File: config.mk
export PLATFORM = sky130hd
export DESIGN_NAME = integer_to_ascii_digits
export DESIGN_NICKNAME = d
export VERILOG_FILES = /design/src/sv/i2a_pkg.sv /design/src/sv/integer_to_ascii_digits.sv
export SDC_FILE = /design/constraint.sdc
export NUM_CORES = 1
export LEC_CHECK = 0
export ABC_AREA = 1
export BUFFER_PORTS_ARGS = -buffer_cell sky130_fd_sc_hd__buf_4
export CAP_MARGIN = 15
export CORE_MARGIN = 4
export CORE_UTILIZATION = 34
export CTS_BUF_LIST = sky130_fd_sc_hd__clkbuf_16
export CTS_CLUSTER_SIZE = 40
export DETAILED_ROUTE_END_ITERATION = 10
export PLACE_DENSITY = 0.55
export SYNTH_ARGS = -nofsm -noshare
export SYNTH_HDL_FRONTEND = slang
export SYNTH_SLANG_ARGS = --single-unit
File: constraint.sdc
create_clock -name clk_i -period 21.3 [get_ports clk_i]
set_clock_uncertainty 0.05 [all_clocks]
set_input_delay 2.13 -clock clk_i [delete_from_list [all_inputs] [get_ports clk_i]]
set_output_delay 2.13 -clock clk_i [all_outputs]
set_load 0.01 [all_outputs]
File: src/sv/i2a_pkg.sv
// ----------------------------------------------------------------------------
// i2a_pkg: shared types and constants for the integer to ASCII converter
// Format codes, character constants and the digit to character mapping.
// ----------------------------------------------------------------------------
package i2a_pkg;

  // Output format selector
  typedef enum logic [1:0] {
    FMT_SDEC = 2'd0,
    FMT_UDEC = 2'd1,
    FMT_LHEX = 2'd2,
    FMT_UHEX = 2'd3
  } fmt_e;

  localparam logic [7:0] CH_MINUS   = 8'h2D;
  localparam logic [7:0] CH_ZERO    = 8'h30;
  localparam logic [7:0] CH_UPPER_A = 8'h41;
  localparam logic [7:0] CH_LOWER_A = 8'h61;

  // Map one digit (0..15) to its ASCII character
  function automatic logic [7:0] digit_to_ascii(input logic [3:0] d, input logic upper);
    logic [7:0] base;
    if (d < 4'd10) begin
      base = CH_ZERO;
      return base + {4'd0, d};
    end else begin
      base = upper ? CH_UPPER_A : CH_LOWER_A;
      return base + {4'd0, d} - 8'd10;
    end
  endfunction

endpackage

File: src/sv/integer_to_ascii_digits.sv
// A word passes the sign stage, NSTG = ceil(VALUE_BITS / 4) conversion stages,
// the count stage, the serializer and the output register; its characters follow
// one per cycle with no gaps. New words enter while the single-character output
// serializer emits an earlier one; busy rises only while the count stage waits.
// Reset clears all valid bits and the serializer; no clearing pass is needed.
// The receiver cannot stall: each character is shown for exactly one cycle.
// ----------------------------------------------------------------------------
// integer_to_ascii_digits: binary word to ASCII decimal or hex characters
// Sign stage, pipelined shift-add-3 BCD conversion (four bits per stage),
// digit count stage and a serializer that emits one character per cycle.
// ----------------------------------------------------------------------------
module integer_to_ascii_digits
  import i2a_pkg::*;
#(
  parameter int VALUE_BITS = 32
) (
  input  logic                  clk_i,
  input  logic                  rst_ni,
  input  logic                  start,
  output logic                  busy,
  input  logic [VALUE_BITS-1:0] value_i,
  input  logic [1:0]            func_i,
  output logic                  valid_o,
  output logic [7:0]            ascii_code_o,
  output logic                  last_o,
  output logic [3:0]            char_count_o
);

  // Geometry derived from the word width
  localparam int NSTG  = (VALUE_BITS + 3) / 4;             // conversion stages
  localparam int PADW  = NSTG * 4;                         // padded word width
  localparam int NDIG  = ((VALUE_BITS * 1233) >> 12) + 1;  // max decimal digits
  localparam int BCDW  = NDIG * 4;
  localparam int IDXW  = (NDIG > 1) ? $clog2(NDIG) : 1;
  localparam int CNTW0 = $clog2(NDIG + 2);
  localparam int CNTW  = (CNTW0 > 4) ? CNTW0 : 4;

  // One shift-add-3 pass over four bits
  function automatic logic [BCDW+PADW-1:0] dabble4(input logic [BCDW+PADW-1:0] x_in);
    logic [BCDW+PADW-1:0] x;
    x = x_in;
    for (int b = 0; b < 4; b++) begin
      for (int d = 0; d < NDIG; d++) begin
        if (x[PADW+4*d +: 4] >= 4'd5) begin
          x[PADW+4*d +: 4] = x[PADW+4*d +: 4] + 4'd3;
        end
      end
      x = x << 1;
    end
    return x;
  endfunction

  // Pipeline registers, index 0 is the sign stage
  logic [NSTG:0]            vld_q;
  logic [NSTG:0][PADW-1:0]  bin_q;
  logic [NSTG:0][BCDW-1:0]  bcd_q;
  logic [NSTG:0][PADW-1:0]  mag_q;
  logic [NSTG:0]            neg_q;
  logic [NSTG:0]            hex_q;
  logic [NSTG:0]            upper_q;

  // Count stage
  logic                     cs_vld_q;
  logic [NDIG-1:0][3:0]     cs_dig_q;
  logic                     cs_neg_q;
  logic                     cs_upper_q;
  logic [CNTW-1:0]          cs_total_q;

  // Serializer
  logic                     ser_active_q;
  logic [NDIG-1:0][3:0]     ser_dig_q;
  logic                     ser_neg_q;
  logic                     ser_upper_q;
  logic [CNTW-1:0]          ser_total_q;
  logic [CNTW-1:0]          ser_idx_q;

  // Output word registers
  logic                     valid_q;
  logic [7:0]               ascii_q;
  logic                     last_q;
  logic [3:0]               count_q;

  logic                     accept;
  logic                     ser_done;
  logic                     ser_free;
  logic                     stall;
  fmt_e                     fmt_in;
  logic                     neg_in;
  logic [VALUE_BITS-1:0]    mag_in;

  // Hold all stages before the serializer while the count stage waits on it
  assign ser_done = ser_active_q && (ser_idx_q == ser_total_q - CNTW'(1));
  assign ser_free = !ser_active_q || ser_done;
  assign stall    = cs_vld_q && !ser_free;
  assign busy     = stall;
  assign accept   = start && !busy;

  // Take the magnitude of a signed negative word
  assign fmt_in = fmt_e'(func_i);
  assign neg_in = (fmt_in == FMT_SDEC) && value_i[VALUE_BITS-1];
  assign mag_in = neg_in ? (~value_i + VALUE_BITS'(1)) : value_i;

  // Widen the hex nibbles to the digit field
  logic [BCDW-1:0] hex_ext;
  assign hex_ext = BCDW'(mag_q[NSTG]);

  // Count digits and pick decimal or hex digits
  logic [NDIG-1:0][3:0] dig_sel;
  logic [CNTW-1:0]      nd;
  always_comb begin
    for (int d = 0; d < NDIG; d++) begin
      if (hex_q[NSTG]) begin
        dig_sel[d] = hex_ext[4*d +: 4];
      end else begin
        dig_sel[d] = bcd_q[NSTG][4*d +: 4];
      end
    end
    nd = CNTW'(1);
    for (int d = 1; d < NDIG; d++) begin
      if (dig_sel[d] != 4'd0) begin
        nd = CNTW'(d + 1);
      end
    end
  end

  // Advance the conversion and count stages
  always_ff @(posedge clk_i or negedge rst_ni) begin
    if (!rst_ni) begin
      vld_q    <= '0;
      cs_vld_q <= 1'b0;
    end else if (!stall) begin
      vld_q[0] <= accept;
      for (int s = 0; s < NSTG; s++) begin
        vld_q[s+1] <= vld_q[s];
      end
      cs_vld_q <= vld_q[NSTG];
    end
  end

  always_ff @(posedge clk_i) begin
    if (!stall) begin
      bin_q[0]   <= PADW'(mag_in);
      mag_q[0]   <= PADW'(mag_in);
      bcd_q[0]   <= '0;
      neg_q[0]   <= neg_in;
      hex_q[0]   <= (fmt_in == FMT_LHEX) || (fmt_in == FMT_UHEX);
      upper_q[0] <= (fmt_in == FMT_UHEX);
      for (int s = 0; s < NSTG; s++) begin
        {bcd_q[s+1], bin_q[s+1]} <= dabble4({bcd_q[s], bin_q[s]});
        mag_q[s+1]   <= mag_q[s];
        neg_q[s+1]   <= neg_q[s];
        hex_q[s+1]   <= hex_q[s];
        upper_q[s+1] <= upper_q[s];
      end
      cs_dig_q   <= dig_sel;
      cs_neg_q   <= neg_q[NSTG];
      cs_upper_q <= upper_q[NSTG];
      cs_total_q <= nd + CNTW'(neg_q[NSTG]);
    end
  end

  // Load a new word into the serializer or step to the next character
  always_ff @(posedge clk_i or negedge rst_ni) begin
    if (!rst_ni) begin
      ser_active_q <= 1'b0;
      ser_idx_q    <= '0;
    end else if (ser_free) begin
      ser_active_q <= cs_vld_q;
      ser_idx_q    <= '0;
    end else begin
      ser_idx_q    <= ser_idx_q + CNTW'(1);
    end
  end

  always_ff @(posedge clk_i) begin
    if (ser_free) begin
      ser_dig_q   <= cs_dig_q;
      ser_neg_q   <= cs_neg_q;
      ser_upper_q <= cs_upper_q;
      ser_total_q <= cs_total_q;
    end
  end

  // Pick the current character, most significant first
  logic [CNTW-1:0] pos;
  logic [7:0]      ch;
  always_comb begin
    pos = ser_total_q - CNTW'(1) - ser_idx_q;
    if (ser_neg_q && (ser_idx_q == '0)) begin
      ch = CH_MINUS;
    end else begin
      ch = digit_to_ascii(ser_dig_q[pos[IDXW-1:0]], ser_upper_q);
    end
  end

  // Register the output word
  always_ff @(posedge clk_i or negedge rst_ni) begin
    if (!rst_ni) begin
      valid_q <= 1'b0;
      last_q  <= 1'b0;
    end else begin
      valid_q <= ser_active_q;
      last_q  <= ser_done;
    end
  end

  always_ff @(posedge clk_i) begin
    ascii_q <= ch;
    count_q <= ser_done ? ser_total_q[3:0] : 4'd0;
  end

  assign valid_o      = valid_q;
  assign ascii_code_o = ascii_q;
  assign last_o       = last_q;
  assign char_count_o = count_q;

  // A run never ends without its last mark, and last only comes with valid
  a_last_needs_valid: assert property (@(posedge clk_i) disable iff (!rst_ni)
    last_o |-> valid_o)
    else $error("last without valid");

  a_run_no_gap: assert property (@(posedge clk_i) disable iff (!rst_ni)
    (valid_o && !last_o) |=> valid_o)
    else $error("gap inside a character run");

  a_stall_holds: assert property (@(posedge clk_i) disable iff (!rst_ni)
    busy |=> (cs_vld_q && $stable(cs_total_q)))
    else $error("count stage changed while stalled");

endmodule
Yosys cells after proc, flatten, opt, wreduce, memory -nomap -nowiden --
Cells that the tools add are included.
Operators by class: add/subtract/negate cells 297, order comparisons 291, equal/unequal tests 3, mux-type cells 530, bitwise logic cells 1, reduce and logical (&&, ||, !) cells 21
Operators by type and width (number):
- $mux W4 | 471
- $ge A4 B3 Y1 const B | 289
- $add A4 B2 Y4 const B | 261
- $mux W3 | 53
- $add A3 B2 Y3 const B | 28
- $reduce_bool A4 Y1 | 9
- $add A32 B1 Y32 const B | 1
- $mux W32 | 1
- $not A32 Y32 | 1
- $bmux W4 S4 | 1
- $add A7 B4 Y8 | 1
- $mux W8 | 1
- $sub A8 B4 Y8 const B | 1
- $add A6 B4 Y7 const A | 1
- $mux W6 | 1
- $logic_and A1 B1 Y1 | 5
- $lt A4 B5 Y1 const B | 1
- $add A4 B1 Y4 | 1
- $add A4 B1 Y4 const B | 1
- $eq A2 B2 Y1 const B | 2
- $eq A4 B4 Y1 | 1
- $logic_not A4 Y1 | 1
- $lt A4 B4 Y1 const B | 1
- $mux W2 | 2
- 5 further kinds | 8
Word-level totals: register bits after elaboration 868, input port bits 37, word-level logic and storage cells 1204

Longest topological paths before layout --
depth in word-level cells 15, mapped depth 25

Least setup slack after synthesis --
No wires, ideal clock.
path kind reg2reg, from register ser_total_q[0], to register bcd_q[121] (netlist name) (enable), library setup time 4290 ps, arrival 12341 ps, slack 4619 ps, cell stages (with the launch flop) 9, path buffers 0, clock period less this slack 16681 ps, cell sequence edfxtp_1 -> inv_1 -> ha_1 -> xor2_1 -> ha_1 -> nand4_1 -> nand2_1 -> nor2_1 -> clkinv_1
On the way: longest elaborated chain between the ends 6
Ends and longest elaborated chain:
- from (decl) | RTL line integer_to_ascii_digits.sv:74 | logic [CNTW-1:0] ser_total_q;
- from (signal assigned) | RTL line integer_to_ascii_digits.sv:180 | ser_total_q <= cs_total_q;
- $sub A4 B1 Y4 | RTL line integer_to_ascii_digits.sv:92 | assign ser_done = ser_active_q && (ser_idx_q == ser_total_q - CNTW'(1));
- $eq A4 B4 Y1 | RTL line integer_to_ascii_digits.sv:92
- $logic_and A1 B1 Y1 | RTL line integer_to_ascii_digits.sv:92
- $logic_or A1 B1 Y1 | RTL line integer_to_ascii_digits.sv:93 | assign ser_free = !ser_active_q || ser_done;
- $logic_not A1 Y1 | RTL line integer_to_ascii_digits.sv:94 | assign stall = cs_vld_q && !ser_free;
- $logic_and A1 B1 Y1 | RTL line integer_to_ascii_digits.sv:94
- to (signal, indexed assignment) | RTL line integer_to_ascii_digits.sv:149 | {bcd_q[s+1], bin_q[s+1]} <= dabble4({bcd_q[s], bin_q[s]});
- to (decl) | RTL line integer_to_ascii_digits.sv:56 | logic [NSTG:0][BCDW-1:0] bcd_q;
No other way between the ends. A chain may end at the register's enable or synchronous reset.

Worst setup path after layout --
from register ser_idx_q[0], to register bcd_q[83] (netlist name) (enable)
On the way: longest elaborated chain between the ends 5
Ends and longest elaborated chain:
- from (decl) | RTL line integer_to_ascii_digits.sv:75 | logic [CNTW-1:0] ser_idx_q;
- from (signal assigned) | RTL line integer_to_ascii_digits.sv:171 | ser_idx_q <= ser_idx_q + CNTW'(1);
- $eq A4 B4 Y1 | RTL line integer_to_ascii_digits.sv:92
- $logic_and A1 B1 Y1 | RTL line integer_to_ascii_digits.sv:92
- $logic_or A1 B1 Y1 | RTL line integer_to_ascii_digits.sv:93
- $logic_not A1 Y1 | RTL line integer_to_ascii_digits.sv:94
- $logic_and A1 B1 Y1 | RTL line integer_to_ascii_digits.sv:94
No other way between the ends.

==> results.yml <==
global_routing:
  global_route.usage.met2_pct: 18.2
  grt_pass1_wl_um: 103000
  grt_most_used_layer: "met2"
  grt_overflow: 0
  grt_antenna_before_repair: 3
  grt_max_degree: 121
  use_met1_pct: 14.0
  track_usage_pct: 10.7
  first_global_vias: 23600
  global_route.usage.met3_pct: 1.90
clock_network:
  cts_setup_buffers: 0
  clock_path_buffers: 3
  holdBufCountCts: 0
  htree_levels: 3
  cts.repair.resized: 0
  clock_latency_ps: 600
  cts_root_buf: "clkbuf_16"
  numCtsBuffers: 69
  clkTransAtPathRegs_ps: 60
  cts_tree: "done"
  clock-sinks: 612
detailed_routing:
  drc_errors: 0
  drtPass1Iterations: 5
  antenna_left: 0
  drtIter0Drc: 1000
  wl_um: 59000
  num_vias: 24900
  avgRoutedWirePerCell_um: 10.5
  vias_per_cell: 4.43
logic_synthesis:
  ys.flop_type: "edfxtp_1"
  postSynthAreaPerCell_um2: 8.88
  ys_warn_count: 0
  seq_area_frac_synth_pct: 50.4
  synth-async-reset-ratio_pct: 2.78
  synthCells: 4063
  synth.ff_latch_count: 612
  synth_cell_types: 59
  synth_edf_count: 584
  synth_nets: 4250
  netlist_area_mm2: 0.0361
sta:
  fmax_ghz: 0.188
  final.setup.tns_ps: 0
  timing.final.crit_period_ps: 5310
  relSlewSlack_pct: 33.3
  hold_slack_ps: 357
  post-route-period-util_pct: 25.0
  hold_viol: 0
  rsz0062_at_grt: "false"
  worstMarginPinSlew_ps: 1000
  slew_viol_final: 0
  setup_viol: 0
cells_and_area:
  final_common_cell: "nand2_1"
  drive_gt1_share_pct: 13.7
  fin_area_mm2: 0.0405
  n_fill_cell: 10400
  final_cell_mix: "nand2_1 (1273), inv_1 (671), edfxtp_1 (584)"
  seqCellArea_mm2: 0.0182
  area_growth_pct: 12.4
  diodes: 0
  multiInputGateArea_mm2: 0.0152
  num-nets-final: 4363
outcome:
  status: "complete, no violations"
setup_path:
  critPathRequiredTime_ps: 21480
  cp.arrival_ps: 5490
  path_max_fanout: 120
  start_kind: "flop"
  critPathKind: "flop to flop"
  end_kind: "flop"
die:
  die_h_um: 334
  core_area_mm2: 0.105
  initial_core_util_pct: 34.3
  dieArea_mm2: 0.111
  die-width_um: 334
  rows: 119
  ioPinCount: 52
run:
  drv_cap: 0
placed_design:
  dp_hpwl_um: 43800
  placed_area_mm2: 0.0382
  port_buffers: 50
  routabilityCongestion: 0.765
hold_path:
  hp-class: "flop to flop"
==> flip-flops by register name (all words and copies together) (netlist names), 7 cells and up <==
register / cells
hex_q: 9
hex_ext: 31
ascii_code_o: 7
bcd_q: 180
neg_q: 9
upper_q: 9
ser_dig_q: 40
mag_q: 254
vld_q: 9
cs_dig_q: 40
==> worst max-delay path, cell delays in order (launching register included) <==
cell and delay (ps):
dfrtp_1 420, ha_1 740, nand4_1 240, nand2_2 110, nor2_1 190, inv_8 590, buf_4 850, buf_4 690
buf_4 880
==> synthesized netlist by cell type (all sizes together), types with 12 or more instances <==
cell type | n | area, µm²
nand3 | 425 | 2620
inv | 689 | 2590
a21o | 22 | 165
ha | 149 | 1860
nand4 | 87 | 544
xor2 | 83 | 885
nand2 | 1470 | 6140
edfxtp | 584 | 17500
and2 | 15 | 114
a21oi | 44 | 228
or2 | 19 | 119
dfrtp | 17 | 425
nor2 | 130 | 503
o21ai | 191 | 1140
xnor2 | 24 | 225
mux2i | 12 | 120
==> through the flow <==
stage	worst slack, ps	utilization (%)	instances
2_1_floorplan	4620	-	4063
3_3_place_gp	15850	36.3	5496
3_5_place_dp	15810	36.3	5496
4_1_cts	15800	38.5	5618
5_1_grt	15420	38.5	5618
6_report	15990	38.5	5618
==> worst paths after layout <==
kind                                   startpoint                      to  slack (ps)  cells after the start
setup / recovery           ser_idx_q[0]$_DFF_PN0_     bcd_q[83]$_DFFE_PN_       15990                      8
hold / removal                mag_q[43]$_DFFE_PN_     mag_q[75]$_DFFE_PN_         360                      0
setup reg to reg           ser_idx_q[0]$_DFF_PN0_     bcd_q[83]$_DFFE_PN_       15990                      8
hold reg to reg               mag_q[43]$_DFFE_PN_     mag_q[75]$_DFFE_PN_         360                      0
max in group asynchronous                  rst_ni  ser_idx_q[1]$_DFF_PN0_       19660                      1
min in group asynchronous                  rst_ni        last_o$_DFF_PN0_        1340                      1
==> metal layers <==
| metal | part of all wire (%) | wire (µm) |
|---|---|---|
| met4 | 1.9 | 1100 |
| met2 | 46 | 27100 |
| met3 | 3.2 | 1870 |
| met1 | 49 | 29000 |
| met5 | 0 | 0 |
==> cell families (layout without fill, tap and decap cells) <==
family          Yosys count  after routing  synth area share, %
compound gates          298            298                 5.14
xor+xnor                107            107                 3.08
other cells               1              1               0.0104
flops                   612            612                 50.4
fa+ha+maj               150            150                 5.22
mux                      12             12                0.333
buf+inv                 708            872                 7.41
simple gates           2175           2175                 28.4
==> final cells by class <==
type	instances	share of cell area (%)
clock inverters	50	1.34
inverters	691	6.42
flip-flops and latches	612	44.9
well taps	1391	4.29
repair buffers	59	1.09
multi-input cells	2743	37.6
clock buffers	72	4.44
Power is not shown: default switching activity piles up to over one toggle a cycle in this logic, so the estimate is an artifact.
